[config.mk]
export PLATFORM = sky130hd
export DESIGN_NAME = c3rb_ofifo
export DESIGN_NICKNAME = d
export VERILOG_FILES = /design/src/hw/rtl/c3rb_pkg.sv /design/src/hw/rtl/c3rb_ofifo.sv
export SDC_FILE = /design/constraint.sdc
export NUM_CORES = 1
export LEC_CHECK = 0
export ABC_CLOCK_PERIOD_IN_PS = 11660
export BUFFER_PORTS_ARGS = -buffer_cell sky130_fd_sc_hd__buf_4
export CORE_UTILIZATION = 50
export DETAILED_ROUTE_END_ITERATION = 12
export GPL_TIMING_DRIVEN = 0
export MAX_ROUTING_LAYER = met4
export PLACE_DENSITY = 0.68
export SLEW_MARGIN = 20
export SYNTH_ARGS = -nofsm -noshare
export SYNTH_HDL_FRONTEND = slang
export SYNTH_SLANG_ARGS = --single-unit
[constraint.sdc]
create_clock -name clk -period 11.66 [get_ports clk]
set_clock_uncertainty 0.15 [all_clocks]
set_input_delay 0.583 -clock clk [delete_from_list [all_inputs] [get_ports clk]]
set_output_delay 0.583 -clock clk [all_outputs]
set_load 0.1 [all_outputs]
[src/hw/rtl/c3rb_pkg.sv]
`timescale 1ns / 1ps
`default_nettype none

package c3rb_pkg;

  localparam int PIX_W         = 16;
  localparam int TAP_W         = 16;
  localparam int PROD_W        = PIX_W + TAP_W;
  localparam int RSUM_W        = PROD_W + 2;
  localparam int SUM_W         = 36;
  localparam int COORD_W       = 6;
  localparam int KROW_W        = 3 * TAP_W;
  localparam int ORDER_W       = 7;
  localparam int CFG_IDX_W     = 2;
  localparam int MAX_ORDER_DEF = 64;
  localparam int OFIFO_DEPTH   = 8;

  localparam logic [ORDER_W-1:0] FRAME_ORDER_RST = 7'd64;
  localparam logic [KROW_W-1:0]  KTOP_RST        = 48'h0000_0000_0000;
  localparam logic [KROW_W-1:0]  KMID_RST        = 48'h0000_0100_0000;
  localparam logic [KROW_W-1:0]  KBOT_RST        = 48'h0000_0000_0000;

  typedef enum logic [CFG_IDX_W-1:0] {
    CFG_FRAME_ORDER = 2'd0,
    CFG_KERNEL_TOP  = 2'd1,
    CFG_KERNEL_MID  = 2'd2,
    CFG_KERNEL_BOT  = 2'd3
  } cfg_idx_t;

  typedef logic [2:0][KROW_W-1:0] kernel_t;
  typedef logic [8:0][PIX_W-1:0]  patch_t;

  typedef struct packed {
    logic               vld;
    patch_t             px;
    logic [COORD_W-1:0] row;
    logic [COORD_W-1:0] col;
    logic               last;
  } mac_req_t;

  typedef struct packed {
    logic signed [SUM_W-1:0] filtered;
    logic [COORD_W-1:0]      row;
    logic [COORD_W-1:0]      col;
    logic                    last;
  } result_t;

endpackage

`default_nettype wire

[src/hw/rtl/c3rb_ofifo.sv]
`timescale 1ns / 1ps
`default_nettype none

module c3rb_ofifo
  import c3rb_pkg::*;
(
  input  logic    clk,
  input  logic    rst_n,
  input  logic    issue,
  output logic    credit_ok,
  input  logic    wr_vld,
  input  result_t wr_data,
  output logic    out_valid,
  input  logic    out_stall,
  output result_t out_data
);

  localparam int AW = $clog2(OFIFO_DEPTH);
  localparam int CW = AW + 1;

  result_t       mem_r [OFIFO_DEPTH];
  logic [AW-1:0] wptr_r, rptr_r;
  logic [CW-1:0] cnt_r, cnt_nxt, used_r, used_nxt;
  logic          pop;

  // used_r counts requests issued and not yet popped, so the queue never overflows
  assign out_valid = (cnt_r != '0);
  assign pop       = out_valid && !out_stall;
  assign out_data  = mem_r[rptr_r];
  assign credit_ok = (used_r < CW'(OFIFO_DEPTH));
  assign cnt_nxt   = cnt_r + CW'(wr_vld) - CW'(pop);
  assign used_nxt  = used_r + CW'(issue) - CW'(pop);

  always_ff @(posedge clk) begin
    if (!rst_n) begin
      wptr_r <= '0;
      rptr_r <= '0;
      cnt_r  <= '0;
      used_r <= '0;
    end else begin
      if (wr_vld) begin
        wptr_r <= wptr_r + AW'(1);
      end
      if (pop) begin
        rptr_r <= rptr_r + AW'(1);
      end
      cnt_r  <= cnt_nxt;
      used_r <= used_nxt;
    end
  end

  always_ff @(posedge clk) begin
    if (wr_vld) begin
      mem_r[wptr_r] <= wr_data;
    end
  end

endmodule

`default_nettype wire

# Yosys cells after proc, flatten, opt, wreduce, memory -nomap -nowiden
# Memory sizes are Yosys's and may differ from the RTL's. A register that Yosys moved wholly into a read port is not among the register bits.
# Index checks and enable logic that the tools add are counted.
# word_totals
input_bits	54
regBits	14
output_inout_bits	51
ramBits	392
memories	1
# op_classes
n_mux	4
add_sub_neg	6
n_lt_le_gt_ge	1
n_reduce_logical	3
# mem_list
name	words	width	rd	rd_ports_with_merged_regs	wr	line_no	rtl
mem_r	8	49	1	1	1	c3rb_ofifo.sv:21	result_t mem_r [OFIFO_DEPTH];
# op_table
op	n
4-bit by 1-bit adder with 4-bit output	2
4-bit by 1-bit subtractor with 4-bit output	2
3-bit by 1-bit adder with 3-bit output (second input constant)	2
3-bit two-way mux	2
4-bit less-than comparator (second input constant)	1
4-bit nonzero test	1
1-bit two-way mux	2
1-bit logical AND	1
1-bit logical NOT	1

# Longest topological paths before layout
# Gate-level depths: netlist of the first run.
# depth
depth_word	4
mapped_depth	10
ltp_nobuf	10

# Worst setup path after synthesis of the first run
# OpenSTA, ideal clock, no wires.
# synth_timing
kind	input port to flip-flop
startpoint	in wr_vld
endpoint	mem mem_r[0][0] (netlist name) (enable)
setup_ns	0.516
stages	2
arrival_time_ns	4.022
path_slack_ns	6.971
required_time_ns	10.994
cell_sequence	nand2b_1 > nor3_1
# synth_via
elab_chain_len	2
# synth_lines
element	line_no	rtl
start: declaration	c3rb_ofifo.sv:11	input logic wr_vld,
1-bit two-way mux	c3rb_ofifo.sv:53	if (wr_vld) begin
1-bit two-way mux (implied by the code)	c3rb_ofifo.sv:54	mem_r[wptr_r] <= wr_data;
end: declaration	c3rb_ofifo.sv:21	
# No other way between the ends.

==> reports/metrics.csv, run 1 <==
stage,metric,value,unit
yosys,synth_top_cell_by_area,edfxtp_1,
yosys,synth_cell_types,26,
detailed_routing,num_vias,7207,
power_and_ir_drop,power_density,207,nW/um2
layout,multi_input_area,3300,um2
yosys,synth_ff_type,edfxtp_1,
die,die_x,178,um
yosys,syn_inst,664,
place,place_congestion,0.702,
sta,setup_viol,0,
critical_path,reg2reg_depth,9,
detailed_routing,antenna_left,0,
min_path,hold_class,input pin to flop,
grt,grt_max_degree,20,
yosys,synth.most_common_cell,edfxtp_1,
run,cap_violations,0,
critical_path,path_class,flop to output pin,
yosys,ys_warn_count,0,
critical_path,r2r_end,used_r[2],
critical_path,arrival,2.66,ns
min_path,holdPathStages,1,
sta,rsz0062_at_grt,no,
layout,regArea,12100,um2
clock_tree,cts_resized,0,
critical_path,crit_fanout,10,
yosys,synth_top_cells_by_count,"edfxtp_1 (392), mux4_2 (98), mux2_2 (49)",
die,core_area,30600,um2
min_path,min_from,wr_data[21],
critical_path,cpPeakStageDelay,0.66,ns
yosys,synth_edf_count,392,
yosys,ys_top_cells_by_area,"edfxtp_1 (76%), mux4_2 (14%), mux2_2 (3.5%)",
detailed_routing,wire_per_inst,24.8,um
sta,final.setup.tns,0,ns
critical_path,path_cells,"buf_2, buf_1, mux2_2, buf_4",
critical_path,setup.worst_path.end_class,output pin,
clock_tree,htreeDepth,2,
clock_tree,cts_tree,built,
sta,hold_viol,0,
power_and_ir_drop,power.leakage,6.12,nW
critical_path,worstPathRequired,10.93,ns
sta,min_period,3.39,ns
die,core.rowCount,64,
power_and_ir_drop,design_power_total,3.88,mW
clock_tree,root_buffer,clkbuf_16,
yosys,ys_seq_elements,409,
layout,antenna_cells,0,
grt,grt_pass1_wl,47400,um
critical_path,crit_buf_inv,3,
grt,grt_antenna_before_repair,0,
run_status,status,"finished, final reports clean",
power_and_ir_drop,ir_drop,0.174,mV
sta,max_slew_margin,0.435,
clock_tree,hold_buffers,0,
detailed_routing,drt_iter0_drc,669,
layout,drive_above_1_share,0.414,
place,portBuffers,104,
yosys,synth_nets,729,
place,dp_hpwl,20300,um
detailed_routing,vias_per_cell,5.68,
layout,area_delta_synth_final,20.2,%
sta,slew_viol_final,0,
die,die_h,178,um
critical_path,r2r_setup_slack,9.00,ns
critical_path,cp_top_family,buffers and inverters,
clock_tree,post-cts-setup-buffer-count,0,
yosys,syn_area,15600,um2
die,dieArea,31800,um2
die,initial_core_util,0.509,
die,pin_count,105,
critical_path,rr_startpoint,cnt_r[2],
sta,period_share,0.291,
sta,whs,0.138,ns
sta,tightestPinTransition,0.845,ns
yosys,synth-seq-area-share,0.778,
detailed_routing,drtPass1Iterations,5,
yosys,synthArstFlopShare,0,
critical_path,crit_path_start_kind,flop,
min_path,min_to,mem_r[4][21],
layout,nets,908,
grt,grt_usage,0.215,
critical_path,cp_slowest_cell,buf_1,
clock_tree,numClockSinks,409,
clock_tree,clockBufferDepth,3,
clock_tree,cts_buffers,42,
clock_tree,insertion_delay,0.52,ns
detailed_routing,drt_wl_total,31400,um
clock_tree,clk_pin_slew,0.06,ns
layout,filler_cell_count,2143,
detailed_routing,drt_drc_violations_left,0,
sta,clock.fmax,295,MHz
grt,grt_overflow,0,
yosys,synth_top_area_frac,0.756,
yosys,synth_area_per_cell,23.4,um2
grt,grt_pass1_vias,7914,
-- cell type report --
cell class	instances	share of cell area
multi-input cells	217	0.176
clock buffers	61	0.0639
clock inverters	13	0.00602
flip-flops and latches	409	0.647
plain buffers	28	0.00942
well taps	396	0.0265
inverters	10	0.00201
repair buffers	135	0.0690
-- state kept, by name, summed over array words and instances (netlist names), named ones only --
name    count
mem_r     392
used_r      4
rptr_r      3
wptr_r      3
cnt_r       4
-- power by group --
group	switching [mW]	leakage, nW	internal (mW)	total, mW
Sequential	0.0187	3.70	1.66	1.68
Clock	0.509	0.638	0.754	1.26
Combinational	0.648	1.78	0.286	0.934
-- worst register-to-register path, stage by stage (launching register included) --
cell and delay [ns]:
dfxtp_1 0.30, inv_1 0.08, ha_1 0.14, nor3b_1 0.69, or3_1 0.26, nand2_1 0.07
ha_1 0.21, fa_1 0.40, xnor2_1 0.16, nor2_1 0.05
-- per-layer routing --
layer  wire, um  track usage  up-vias
met5          0            -        -
met2      16600        0.366      248
met4        668       0.0667        0
met1      12100        0.258     3766
li1           -            -     3140
met3       2080       0.0431       53
-- stage by stage --
stage	area (um2)	std cells	utilization	setup WS (ns)
after global placement	16800	1164	0.551	2.98
after floorplan	15600	664	-	6.97
after CTS	18700	1269	0.612	8.19
after global routing	18700	1269	0.612	8.15
after detailed placement	17400	1195	0.569	8.75
final	18700	1269	0.612	8.27
-- layout by cell type, fill, tap and decap left out, drive strengths merged --
master / n
mux2i: 4
nand3: 2
mux2: 49
xor2: 3
ha: 9
dfxtp: 17
buf: 152
o21ai: 3
clkinv: 10
or3: 3
a21oi: 7
and2: 3
fa: 2
xnor2: 2
nor3: 3
bufinv: 2
nand2b: 5
inv: 10
a21o: 2
clkbuf: 72
mux4: 98
nor2: 13
nor3b: 2
nand2: 7
edfxtp: 392
clkinvlp: 1
-- how the worst max path moves through the flow --
stage | from | end | slack [ns] | cells after the start
floorplan | wr_vld | mem_r[0][0] | 6.97 | 2
global placement | wr_vld | mem_r[0][41] | 2.98 | 3
detailed placement | flop | out_data[43] | 8.75 | 4
CTS | flop | out_data[43] | 8.19 | 4
global route | flop | out_data[43] | 8.15 | 5
finish | flop | out_data[43] | 8.27 | 4
-- kinds of logic after synthesis --
logic type | share of synthesized area
AO/OA/AOI/OAI | 0.00418
adder cells (fa/ha/maj) | 0.00980
multiplexers | 0.180
buffers and inverters | 0.0137
XOR/XNOR | 0.00281
AND/OR/NAND/NOR | 0.0118
flip-flops | 0.778
Note: power is estimated with default switching activity, not from simulation.
==> inputs of run 2 (changes only) <==
ABC_CLOCK_PERIOD_IN_PS = 3100   (was 11660)
PLACE_DENSITY = 0.71   (was 0.68)
clock period = 3.1 ns   (was 11.66 ns; I/O delays follow)
==> reports/metrics.csv, run 2 (synthesized netlist as in run 1, its figures left out) <==
stage,metric,value,unit,change
place,portBuffers,104,,unchanged
sta,clock.fmax,339,MHz,
sta,period_share,0.951,,
critical_path,rr_startpoint,cnt_r[2],,unchanged
die,pin_count,105,,unchanged
clock_tree,cts_tree,built,,unchanged
layout,nets,954,,was 908
layout,filler_cell_count,2111,,was 2143
sta,fin_ws,0.152,ns,was 8.27 ns
place,dp_slack,0.382,ns,was 8.75 ns
power_and_ir_drop,power_density,763,nW/um2,was 207 nW/um2
detailed_routing,vias_per_cell,5.61,,was 5.68
die,core_area,30600,um2,unchanged
place,place_congestion,0.708,,was 0.702
detailed_routing,drt_iter0_drc,521,,was 669
grt,grt_pass1_wl,46600,um,was 47400 um
die,core.rowCount,64,,unchanged
critical_path,crit_fanout,10,,unchanged
detailed_routing,drtPass1Iterations,4,,was 5
power_and_ir_drop,power.leakage,6.27,nW,was 6.12 nW
critical_path,arrival,2.64,ns,was 2.66 ns
clock_tree,htreeDepth,2,,unchanged
clock_tree,root_buffer,clkbuf_16,,unchanged
clock_tree,clockBufferDepth,3,,unchanged
sta,slew_viol_final,0,,unchanged
critical_path,r2r_setup_slack,0.57,ns,was 9.00 ns
critical_path,setup.worst_path.end_class,output pin,,unchanged
sta,rsz0062_at_grt,no,,unchanged
detailed_routing,drt_wl_total,30900,um,was 31400 um
die,dieArea,31800,um2,unchanged
detailed_routing,num_vias,7395,,was 7207
sta,min_period,2.95,ns,
grt,use_met2,0.345,,was 0.366
place,dp_hpwl,19200,um,was 20300 um
sta,tightestPinTransition,0.782,ns,was 0.845 ns
layout,largest_register_ffs,392,,unchanged
run,cap_violations,0,,unchanged
critical_path,r2r_end,cnt_r[0],,was used_r[2]
layout,regArea,12100,um2,unchanged
layout,reg_top3,"mem_r: 392 flops, cnt_r: 4 flops, used_r: 4 flops",,unchanged
grt,grt_pass1_vias,7902,,was 7914
sta,hold_viol,0,,unchanged
layout,mostFrequentLayoutCells,"edfxtp_1 (392), buf_4 (104), mux4_2 (98)",,"was edfxtp_1 (392), buf_4 (118), mux4_2 (98)"
critical_path,worstPathRequired,2.79,ns,was 10.93 ns
grt,grt_antenna_before_repair,1,,was 0
layout,top_register,mem_r,,unchanged
layout,drive_above_1_share,0.381,,was 0.414
die,die_h,178,um,unchanged
clock_tree,numClockSinks,409,,unchanged
layout,layout.cells.most_common,edfxtp_1,,unchanged
die,initial_core_util,0.509,,unchanged
sta,max_slew_margin,0.479,,was 0.435
power_and_ir_drop,ir_drop,0.654,mV,was 0.174 mV
critical_path,crit_path_end,out_data[17],,was out_data[43]
min_path,hold_class,input pin to flop,,unchanged
clock_tree,clk_pin_slew,0.06,ns,about the same
sta,setup_viol,0,,unchanged
layout,area_delta_synth_final,23.1,%,was 20.2%
grt,grt_most_used_layer,met2,,unchanged
grt,grt_max_degree,21,,was 20
clock_tree,insertion_delay,0.52,ns,about the same
grt,use_met3,0.0313,,was 0.0431
sta,final.setup.tns,0,ns,unchanged
critical_path,path_class,flop to output pin,,unchanged
clock_tree,cts_buffers,41,,was 42
detailed_routing,antenna_left,0,,unchanged
critical_path,reg2reg_depth,8,,was 9
critical_path,crit_path_start_kind,flop,,unchanged
detailed_routing,wire_per_inst,23.4,um,was 24.8 um
layout,multi_input_area,3320,um2,was 3300 um2
detailed_routing,drt_drc_violations_left,0,,unchanged
clock_tree,post-cts-setup-buffer-count,0,,unchanged
grt,use_met1,0.275,,was 0.258
run_status,status,"finished, final reports clean",,unchanged
grt,grt_usage,0.209,,was 0.215
die,die_x,178,um,unchanged
grt,grt_overflow,0,,unchanged
## run 2: worst min path at each step
| stage | startpoint | endpoint | cells past startpoint |
|---|---|---|---|
| floorplan | wr_data[0] | mem_r[0][0] | 0 |
| global placement | wr_data[33] | mem_r[1][33] | 1 |
| detailed placement | wr_data[2] | mem_r[7][2] | 1 |
| CTS | wr_data[0] | mem_r[2][0] | 2 |
| global route | wr_data[20] | mem_r[5][20] | 2 |
| finish | wr_data[0] | mem_r[2][0] | 2 |
## run 2: final cells by class
class,instances,share of cell area
Sequential cell,409,0.632
Multi-Input combinational cell,217,0.173
Timing Repair Buffer,182,0.0908
Clock buffer,59,0.0593
Tap cell,396,0.0258
Buffer,28,0.00920
Clock inverter,16,0.00803
Inverter,10,0.00196
Antenna cell,1,0.000131
## run 2: metrics by stage
| step | util | instance area (um2) | hold WS (ns) | std cells | total power [mW] |
|---|---|---|---|---|---|
| 2_1_floorplan | - | 15600 | 0.104 | 664 | 9.14 |
| 3_3_place_gp | 0.551 | 16900 | 0.230 | 1164 | 9.85 |
| 3_5_place_dp | 0.566 | 17300 | 0.239 | 1187 | 9.97 |
| 4_1_cts | 0.627 | 19200 | 0.240 | 1317 | 14.7 |
| 5_1_grt | 0.627 | 19200 | 0.261 | 1318 | 15.1 |
| 6_report | 0.627 | 19200 | 0.251 | 1318 | 14.6 |
## run 2: per-layer routing
| layer | vias up | wire length [um] | part of all wire |
|---|---|---|---|
| met5 | - | 0 | 0 |
| met4 | 0 | 550 | 0.018 |
| met3 | 50 | 1690 | 0.055 |
| met2 | 219 | 15700 | 0.51 |
| met1 | 3890 | 12900 | 0.42 |
| li1 | 3236 | - | - |
## run 2: critical path, stage by stage, from the launching register on
cell and delay [ns]:
dfxtp_1 0.30, buf_2 0.22, clkbuf_1 0.62, mux4_2 0.41, mux2_2 0.31, buf_4 0.24
## run 2: repair_timing
item                                   4_1_cts  5_1_grt
endpoints found under the hold margin      406        0
setup endpoints to repair                    0        1
gates resized for setup                      0        1
hold buffers                                55        0
## run 2: where the power goes
group	leakage, nW	switching, mW	internal (mW)	total [mW]
sequential	3.70	0.0720	6.25	6.32
clock	0.626	1.91	2.80	4.71
combinational	1.94	2.45	1.15	3.60
total	6.27	4.43	10.2	14.6
