==> config.mk <==
export PLATFORM = sky130hd
export DESIGN_NAME = c3rb_linebuf
export DESIGN_NICKNAME = d
export VERILOG_FILES = /design/src/hw/rtl/c3rb_pkg.sv /design/src/hw/rtl/c3rb_ram.sv /design/src/hw/rtl/c3rb_linebuf.sv
export SDC_FILE = /design/constraint.sdc
export NUM_CORES = 2
export LEC_CHECK = 0
export ABC_AREA = 0
export BUFFER_PORTS_ARGS = -buffer_cell sky130_fd_sc_hd__buf_2
export CORE_UTILIZATION = 61
export DETAILED_ROUTE_END_ITERATION = 8
export GPL_ROUTABILITY_DRIVEN = 1
export PLACE_DENSITY = 0.79
export SLEW_MARGIN = 10
export SYNTH_ARGS = -nofsm -noshare
export SYNTH_HDL_FRONTEND = slang
export SYNTH_SLANG_ARGS = --single-unit
==> constraint.sdc <==
create_clock -name clk -period 25.8 [get_ports clk]
set_clock_uncertainty 0.1 [all_clocks]
set_input_delay 2.58 -clock clk [delete_from_list [all_inputs] [get_ports clk]]
set_output_delay 2.58 -clock clk [all_outputs]
set_load 0.1 [all_outputs]
==> src/hw/rtl/c3rb_pkg.sv <==
`timescale 1ns / 1ps
`default_nettype none

package c3rb_pkg;

  localparam int PIX_W         = 16;
  localparam int TAP_W         = 16;
  localparam int PROD_W        = PIX_W + TAP_W;
  localparam int RSUM_W        = PROD_W + 2;
  localparam int SUM_W         = 36;
  localparam int COORD_W       = 6;
  localparam int KROW_W        = 3 * TAP_W;
  localparam int ORDER_W       = 7;
  localparam int CFG_IDX_W     = 2;
  localparam int MAX_ORDER_DEF = 64;
  localparam int OFIFO_DEPTH   = 8;

  localparam logic [ORDER_W-1:0] FRAME_ORDER_RST = 7'd64;
  localparam logic [KROW_W-1:0]  KTOP_RST        = 48'h0000_0000_0000;
  localparam logic [KROW_W-1:0]  KMID_RST        = 48'h0000_0100_0000;
  localparam logic [KROW_W-1:0]  KBOT_RST        = 48'h0000_0000_0000;

  typedef enum logic [CFG_IDX_W-1:0] {
    CFG_FRAME_ORDER = 2'd0,
    CFG_KERNEL_TOP  = 2'd1,
    CFG_KERNEL_MID  = 2'd2,
    CFG_KERNEL_BOT  = 2'd3
  } cfg_idx_t;

  typedef logic [2:0][KROW_W-1:0] kernel_t;
  typedef logic [8:0][PIX_W-1:0]  patch_t;

  typedef struct packed {
    logic               vld;
    patch_t             px;
    logic [COORD_W-1:0] row;
    logic [COORD_W-1:0] col;
    logic               last;
  } mac_req_t;

  typedef struct packed {
    logic signed [SUM_W-1:0] filtered;
    logic [COORD_W-1:0]      row;
    logic [COORD_W-1:0]      col;
    logic                    last;
  } result_t;

endpackage

`default_nettype wire

==> src/hw/rtl/c3rb_ram.sv <==
`timescale 1ns / 1ps
`default_nettype none

module c3rb_ram
  import c3rb_pkg::*;
#(
  parameter  int WIDTH = 2 * PIX_W,
  parameter  int DEPTH = MAX_ORDER_DEF,
  localparam int AW    = (DEPTH > 1) ? $clog2(DEPTH) : 1
) (
  input  logic             clk,
  input  logic             we,
  input  logic [AW-1:0]    waddr,
  input  logic [WIDTH-1:0] wdata,
  input  logic             re,
  input  logic [AW-1:0]    raddr,
  output logic [WIDTH-1:0] rdata
);

  logic [WIDTH-1:0] mem_r [DEPTH];
  logic [WIDTH-1:0] rdata_r;

  always_ff @(posedge clk) begin
    if (we) begin
      mem_r[waddr] <= wdata;
    end
    if (re) begin
      rdata_r <= mem_r[raddr];
    end
  end

  assign rdata = rdata_r;

endmodule

`default_nettype wire

==> src/hw/rtl/c3rb_linebuf.sv <==
`timescale 1ns / 1ps
`default_nettype none

module c3rb_linebuf
  import c3rb_pkg::*;
#(
  parameter  int MAX_ORDER = MAX_ORDER_DEF,
  localparam int PW        = $clog2(MAX_ORDER)
) (
  input  logic             clk,
  input  logic             rst_n,
  input  logic             in_valid,
  output logic             in_stall,
  input  logic [PIX_W-1:0] in_pixel,
  input  logic             frame_restart,
  input  logic [PW-1:0]    last_idx,
  input  logic             credit_ok,
  output mac_req_t         req
);

  localparam int RW = 2 * PIX_W;

  // result kinds of one pixel, in emit order
  localparam int T_MAIN     = 0;
  localparam int T_ROW_END  = 1;
  localparam int T_LAST_ROW = 2;
  localparam int T_CORNER   = 3;

  logic [PW-1:0]  row_r, row_nxt, col_r, col_nxt;
  logic           in_acc;
  logic           s1_v_r, s1_v_nxt;
  logic [PIX_W-1:0] s1_px_r;
  logic [PW-1:0]  s1_row_r, s1_col_r;
  logic [RW-1:0]  ram_rdata, ram_wdata;
  logic [3:0]     mask_r, mask_nxt, s1_mask, sel, rest;
  logic           issue, win_free, s1_move;
  logic [2:0][2:0][PIX_W-1:0] win_r, win_nxt;
  logic [PW-1:0]  w_row_r, w_col_r;
  logic           top_clamp_r, left_clamp_r;
  logic           rows_low, cols_right;
  logic [2:0][1:0] rsel, csel;

  assign sel      = mask_r & (~mask_r + 4'd1);
  assign rest     = mask_r & ~sel;
  assign issue    = (mask_r != 4'd0) && credit_ok;
  assign win_free = (mask_r == 4'd0) || (issue && (rest == 4'd0));
  assign s1_move  = s1_v_r && win_free;
  assign in_stall = s1_v_r && !win_free;
  assign in_acc   = in_valid && !in_stall;

  always_comb begin
    row_nxt = row_r;
    col_nxt = col_r;
    if (frame_restart) begin
      row_nxt = '0;
      col_nxt = '0;
    end else if (in_acc) begin
      if (col_r == last_idx) begin
        col_nxt = '0;
        row_nxt = (row_r == last_idx) ? '0 : row_r + PW'(1);
      end else begin
        col_nxt = col_r + PW'(1);
      end
    end
  end

  always_comb begin
    s1_v_nxt = s1_v_r;
    if (in_acc) begin
      s1_v_nxt = 1'b1;
    end else if (s1_move) begin
      s1_v_nxt = 1'b0;
    end
  end

  // RAM entry per column: low half row r-1, high half row r-2
  assign ram_wdata = {ram_rdata[PIX_W-1:0], s1_px_r};

  c3rb_ram #(
    .WIDTH(RW),
    .DEPTH(MAX_ORDER)
  ) u_ram (
    .clk  (clk),
    .we   (s1_move),
    .waddr(s1_col_r),
    .wdata(ram_wdata),
    .re   (in_acc),
    .raddr(col_r),
    .rdata(ram_rdata)
  );

  always_comb begin
    s1_mask[T_MAIN]     = (s1_row_r != '0) && (s1_col_r != '0);
    s1_mask[T_ROW_END]  = (s1_row_r != '0) && (s1_col_r == last_idx);
    s1_mask[T_LAST_ROW] = (s1_row_r == last_idx) && (s1_col_r != '0);
    s1_mask[T_CORNER]   = (s1_row_r == last_idx) && (s1_col_r == last_idx);
  end

  always_comb begin
    mask_nxt = mask_r;
    if (s1_move) begin
      mask_nxt = s1_mask;
    end else if (issue) begin
      mask_nxt = rest;
    end
  end

  always_comb begin
    win_nxt       = win_r;
    if (s1_move) begin
      win_nxt[0]    = win_r[1];
      win_nxt[1]    = win_r[2];
      win_nxt[2][0] = ram_rdata[RW-1:PIX_W];
      win_nxt[2][1] = ram_rdata[PIX_W-1:0];
      win_nxt[2][2] = s1_px_r;
    end
  end

  always_ff @(posedge clk) begin
    if (!rst_n) begin
      row_r  <= '0;
      col_r  <= '0;
      s1_v_r <= 1'b0;
      mask_r <= 4'd0;
    end else begin
      row_r  <= row_nxt;
      col_r  <= col_nxt;
      s1_v_r <= s1_v_nxt;
      mask_r <= mask_nxt;
    end
  end

  always_ff @(posedge clk) begin
    if (in_acc) begin
      s1_px_r  <= in_pixel;
      s1_row_r <= row_r;
      s1_col_r <= col_r;
    end
    win_r <= win_nxt;
    if (s1_move) begin
      w_row_r      <= s1_row_r;
      w_col_r      <= s1_col_r;
      top_clamp_r  <= (s1_row_r == PW'(1));
      left_clamp_r <= (s1_col_r == PW'(1));
    end
  end

  // last-row results use rows (r-1, r, r); row-end results use cols (c-1, c, c)
  always_comb begin
    rows_low   = sel[T_LAST_ROW] | sel[T_CORNER];
    cols_right = sel[T_ROW_END] | sel[T_CORNER];
    rsel[0]    = (rows_low || top_clamp_r) ? 2'd1 : 2'd0;
    rsel[1]    = rows_low ? 2'd2 : 2'd1;
    rsel[2]    = 2'd2;
    csel[0]    = (cols_right || left_clamp_r) ? 2'd1 : 2'd0;
    csel[1]    = cols_right ? 2'd2 : 2'd1;
    csel[2]    = 2'd2;
    req.vld    = issue;
    for (int dy = 0; dy < 3; dy++) begin
      for (int dx = 0; dx < 3; dx++) begin
        req.px[3*dy+dx] = win_r[csel[dx]][rsel[dy]];
      end
    end
    req.row  = COORD_W'(rows_low ? w_row_r : w_row_r - PW'(1));
    req.col  = COORD_W'(cols_right ? w_col_r : w_col_r - PW'(1));
    req.last = sel[T_CORNER];
  end

endmodule

`default_nettype wire

Word level (Yosys, flattened, before mapping)
Memory sizes are Yosys's and may differ from the RTL's. A register that Yosys moved wholly into a read port is not among the register bits.
Index checks and enable logic that the tools add are counted.
- register bits after elaboration: 203
- bits in latches: 0
- bits in writable memories: 2048
- memory bits (read-only): 0
- input port bits: 27
- output and inout port bits: 159
- memories kept: 1
- memories (memory ; depth ; width ; rd ports ; clocked after memory_dff ; wr ports ; line ; text):
    u_ram.mem_r ; 64 ; 32 ; 1 ; 1 ; 1 ; c3rb_ram.sv:20 ; logic [WIDTH-1:0] mem_r [DEPTH];
- add/subtract/negate cells: 5
- multiply operators: 0
- div/mod/pow operators: 0
- magnitude comparators: 4
- equal/unequal tests: 6
- shift operators: 0
- mux-type cells: 30
- bitwise operators: 7
- reductions and logical operators: 23
- operators by type and width (cell ; count):
    binary-select mux 16 bit (select 2 bit) ; 6
    binary-select mux 48 bit (select 2 bit) ; 2
    2-to-1 mux 16 bit ; 6
    2-to-1 mux 48 bit ; 2
    == test 6 bit ; 4
    2-to-1 mux 6 bit ; 4
    adder 6 x 1 -> 6 bit, second input constant ; 2
    == test 6 x 1 -> 1 bit, second input constant ; 2
    nonzero test 6 bit ; 2
    subtractor 6 x 1 -> 6 bit, second input constant ; 2
    logical AND 1 bit ; 9
    bitwise AND 4 bit ; 2
    zero test 4 bit ; 2
    2-to-1 mux 4 bit ; 2
    NOT 4 bit ; 2
    < comparator 1 x 3 -> 1 bit, second input constant ; 2
    < comparator 2 x 3 -> 1 bit, second input constant ; 2
    2-to-1 mux 1 bit ; 6
    adder 4 x 1 -> 4 bit, second input constant ; 1
    2-to-1 mux 2 bit ; 2
    nonzero test 2 bit ; 2
    nonzero test 4 bit ; 1
    logical OR 1 bit ; 3
    zero test 1 bit ; 2
    4 further kinds ; 5

Depth between registers and ports, before layout
- word-level depth: 13
- gate-level depth with buffers: 10

Cells and area by module
Synthesis repeated with hierarchy kept, for this count alone.
- cell total of the unflattened synthesis: 3921
- area total of the unflattened synthesis: 88178.3 µm²
- modules (own cells, without submodules) (module ; instances ; cells an instance ; area an instance (µm²) ; seq. area each (µm²)):
    c3rb_ram ; 1 ; 3324 ; 78835.6 ; 62459.9
    c3rb_linebuf ; 1 ; 597 ; 9342.7 ; 5925.7

Worst setup path after synthesis
OpenSTA, ideal clock, no wires.
- path kind: input to register
- from: input credit_ok
- to: memory u_ram.mem_r[41][0] (netlist name), enable pin
- arrival time: 13.331 ns
- path slack: 11.949 ns
- stages: 5
- buffers on the path: 0
- cells stage by stage: or4b_4 -> a21bo_1 -> nor2_1 -> nand3_1 -> nor2_1
- longest elaborated chain between the ends: 6
- RTL lines (item ; line ; text):
    start: declaration ; c3rb_linebuf.sv:17 ; input logic credit_ok,
    logical AND 1 bit ; c3rb_linebuf.sv:45 ; assign issue = (mask_r != 4'd0) && credit_ok;
    logical AND 1 bit ; c3rb_linebuf.sv:46 ; assign win_free = (mask_r == 4'd0) || (issue && (rest == 4'd0));
    logical OR 1 bit ; c3rb_linebuf.sv:46 ;
    logical AND 1 bit ; c3rb_linebuf.sv:47 ; assign s1_move = s1_v_r && win_free;
    via s1_move ; c3rb_linebuf.sv:36 ; logic issue, win_free, s1_move;
    2-to-1 mux 1 bit ; c3rb_ram.sv:24 ; if (we) begin
    2-to-1 mux 1 bit (implied by the code) ; c3rb_ram.sv:25 ; mem_r[waddr] <= wdata;
    end: declaration ; c3rb_ram.sv:20 ;
The timed path passes the listed nets, and every way through them passes these cells.

Worst setup path in the final report
- from: input credit_ok
- to: output in_stall
- longest elaborated chain between the ends: 5
- RTL lines (item ; line ; text):
    logical AND 1 bit ; c3rb_linebuf.sv:45 ;
    logical AND 1 bit ; c3rb_linebuf.sv:46 ;
    logical OR 1 bit ; c3rb_linebuf.sv:46 ;
    zero test 1 bit ; c3rb_linebuf.sv:48 ; assign in_stall = s1_v_r && !win_free;
    logical AND 1 bit ; c3rb_linebuf.sv:48 ;
    end: declaration ; c3rb_linebuf.sv:13 ; output logic in_stall,
Every way passes these cells.

==> flow_summary_export.csv <==
group,metric,value,unit
timing,relSlewSlack,0.0623,
global_route,grt_busiest_layer,"met2",
timing,setup_tns,0,ns
cts,clock_path_buffers,3,
synthesis,synthSimpleGateAreaFrac,0.0171,
floorplan,row_count,139,
global_route,grt_pass1_vias,43600,
global_route,antenna_found_initial,13,
floorplan,start_util,0.614,
global_route,grt_max_degree,116,
cells_and_area,drive_gt1_frac,0.299,
floorplan,die_height,382,µm
detailed_routing,postRouteAntennaNets,0,
timing,tightest_slew,1.41,ns
placement,portBuffers,185,
cts,cts_tree,"yes",
cts,cts-htree-levels,4,
cells_and_area,syn_to_final_growth,11.2,%
cts,cts_setup_buffers,0,
timing,slew_violations,0,
synthesis,synth_largest_area_cell,"edfxtp_1",
cts,cts_resized,0,
power_and_ir_drop,power.leakage,29.9,nW
setup_path,cp.arrival,3.81,ns
synthesis,synth_fa_ha_area_frac,0.000681,
setup_path,rr_worst_depth,8,
detailed_routing,wire_per_inst,36.2,µm
synthesis,ys_types,63,
global_route,gr-usage-met1,0.429,
synthesis,synth_top_family_by_area,"multiplexers",
detailed_routing,via_per_inst,7.09,
setup_path,r2r_setup_slack,20.50,ns
power_and_ir_drop,ir_drop,93.3,µV
synthesis,yosys_register_bits,2283,
cells_and_area,n_fill_cell,8151,
setup_path,cp-end-kind,"output port",
worst_hold_path,hold_class,"reg2reg",
synthesis,seq_area_frac_synth,0.776,
synthesis,synth_mux_area_frac,0.163,
setup_path,required,23.12,ns
synthesis,synth_area,88100,µm²
detailed_routing,first_pass_iters,7,
global_route,met3_usage,0.0721,
synthesis,synthCells,3944,
synthesis,synth_compound_area_frac,0.0258,
placement,gp_congestion,0.920,
cts,clk_pin_slew_worst_paths,0.07,ns
setup_path,cp-startpoint,"credit_ok",
cells_and_area,final_cell_area,98000,µm²
global_route,grt_first_pass_wirelength,320,mm
cts,cts.sinks,2283,
timing,fin_crit,6.49,ns
cts,cts-root-buf,"clkbuf_16",
setup_path,path_max_fanout,4,
placement,dpl.hpwl,123,mm
synthesis,synth_common_cells,"edfxtp_1, mux4_2, nor2_1",
detailed_routing,drc,0,
timing,fin_crit_sh,0.252,
setup_path,worstSetupPathType,"in2out",
placement,placed_area,91500,µm²
timing,max_freq,154,MHz
outcome,outcome,"finished clean",
floorplan,core,143000,µm²
timing,setup_viol,0,
power_and_ir_drop,power_density,76.0,nW/µm²
run,maxCapViolCount,0,
cts,ctsHoldBuffers,0,
synthesis,synth_most_common_cell,"edfxtp_1",
floorplan,die_area,146000,µm²
timing,hold_viol_final,0,
synthesis,synthTopCellsByArea,"edfxtp_1, mux4_2, mux2_2, mux2i_1, nor2_1",
detailed_routing,totalWireLength,227,mm
synthesis,synth.top_cell.area_share,0.772,
global_route,grtUsageMet2,0.487,
synthesis,avgSynthCellArea,22.3,µm²
synthesis,synth-edff-count,2266,
timing,rsz0062_at_grt,"no",
cells_and_area,fin_util,0.683,
detailed_routing,via_count,44400,
global_route,grt.overflow.total,0,
synthesis,synthXorXnorAreaFrac,0.00338,
cells_and_area,nNetsFinal,4215,
detailed_routing,dr.first_iter.drc_count,7407,
cts,insertion_delay,0.85,ns
setup_path,cp-endpoint,"in_stall",
synthesis,async_flop_share,0,
setup_path,r2r-end,"u_ram.rdata[13]$_DFFE_PP_",
global_route,groute.usage.overall,0.313,
floorplan,boundaryPins,186,
setup_path,crit_path_start_kind,"primary input",
floorplan,die_x,382,µm
synthesis,synthesis.nets,3975,
setup_path,timing.rr.start,"col_r[1]$_SDFFE_PP0P_",
synthesis,synth-main-ff-cell,"edfxtp_1",
cts,cts_buffers,204,
synthesis,yosysWarnings,0,
flip-flops by register name, summed over array words and instances (netlist names), 4 cells and up:
register     cells
col_r            6
mask_r           4
req             16
row_r            6
s1_col_r         6
s1_px_r         16
s1_row_r         6
u_ram.mem_r   2048
u_ram.rdata     32
w_col_r          6
w_row_r          6
win_r          128
cells by family after synthesis:
kind of cell	Yosys count
compound gates	326
xor+xnor	34
fa+ha+maj	5
buf+inv	244
flops	2283
mux	723
simple gates	329
report_power, final:
group	internal (mW)	switching [mW]	total [mW]
sequential	4.10	0.0243	4.12
clock	1.65	1.34	2.99
combinational	0.0833	0.254	0.338
per-stage QoR:
step                      cells  setup slack, ns  hold slack [ns]  total power [mW]
after floorplan            3944            11.95            0.300              4.43
after global placement     5881            19.34            0.317              4.53
after detailed placement   5881            19.34            0.315              4.54
after CTS                  6260            19.33            0.330              7.46
after global routing       6260            19.26            0.339              7.60
final                      6265            19.31            0.330              7.45
worst max-delay path, cell delays in order:
cell and delay, ns:
buf_2 0.13, or4b_4 0.22, nand3_1 0.10, nor2_1 0.27, buf_2 0.49
how the worst min path moves through the flow:
stage / start / to / slack (ns) / depth (start not counted)
2_1_floorplan: u_ram.rdata[20]$_DFFE_PP_ / win_r[100]$_DFFE_PP_ / 0.30 / 0
3_3_place_gp: u_ram.rdata[22]$_DFFE_PP_ / win_r[102]$_DFFE_PP_ / 0.32 / 0
3_5_place_dp: u_ram.rdata[24]$_DFFE_PP_ / win_r[104]$_DFFE_PP_ / 0.32 / 0
4_1_cts: u_ram.rdata[24]$_DFFE_PP_ / win_r[104]$_DFFE_PP_ / 0.33 / 0
5_1_grt: u_ram.rdata[24]$_DFFE_PP_ / win_r[104]$_DFFE_PP_ / 0.34 / 0
6_report: u_ram.rdata[24]$_DFFE_PP_ / win_r[104]$_DFFE_PP_ / 0.33 / 0
layout by cell type (no fill, tap or decap), types with 12 or more instances in the layout:
master and count:
o22ai_1 57, mux2_2 94, clkbuf_16 206, a221oi_1 41
mux4_2 562, buf_2 185, xor2_1 17, dfxtp_1 12
clkbuf_1 41, clkinv_2 43, edfxtp_1 2266, mux2i_1 67
a31oi_1 18, xnor2_1 17, a22o_1 33, nor3_1 18
nor2_4 68, clkinv_1 55, nand3_1 16, o221ai_1 32
bufinv_16 18, nor2_1 51, buf_4 79, o21ai_0 18
a21oi_1 87, nand2_1 106
layout make-up:
class                      count  area (µm²)  area share
multi-input combinational   1417       19100       0.195
clock buffer                 247        5310      0.0542
antenna                        5        12.5    0.000128
clock inverter               132        1160      0.0118
sequential                  2283       68400       0.698
inverter                       8        31.3    0.000319
timing repair buffer         270        1640      0.0167
tap                         1903        2380      0.0243
per-layer routing:
layer / share of wire / vias to the layer above
met3: 0.13 / 601
met4: 0.053 / 10
li1: - / 17200
met2: 0.48 / 3750
met1: 0.34 / 22900
met5: 0.00030 / -
Note: power is estimated with default switching activity, not from simulation.
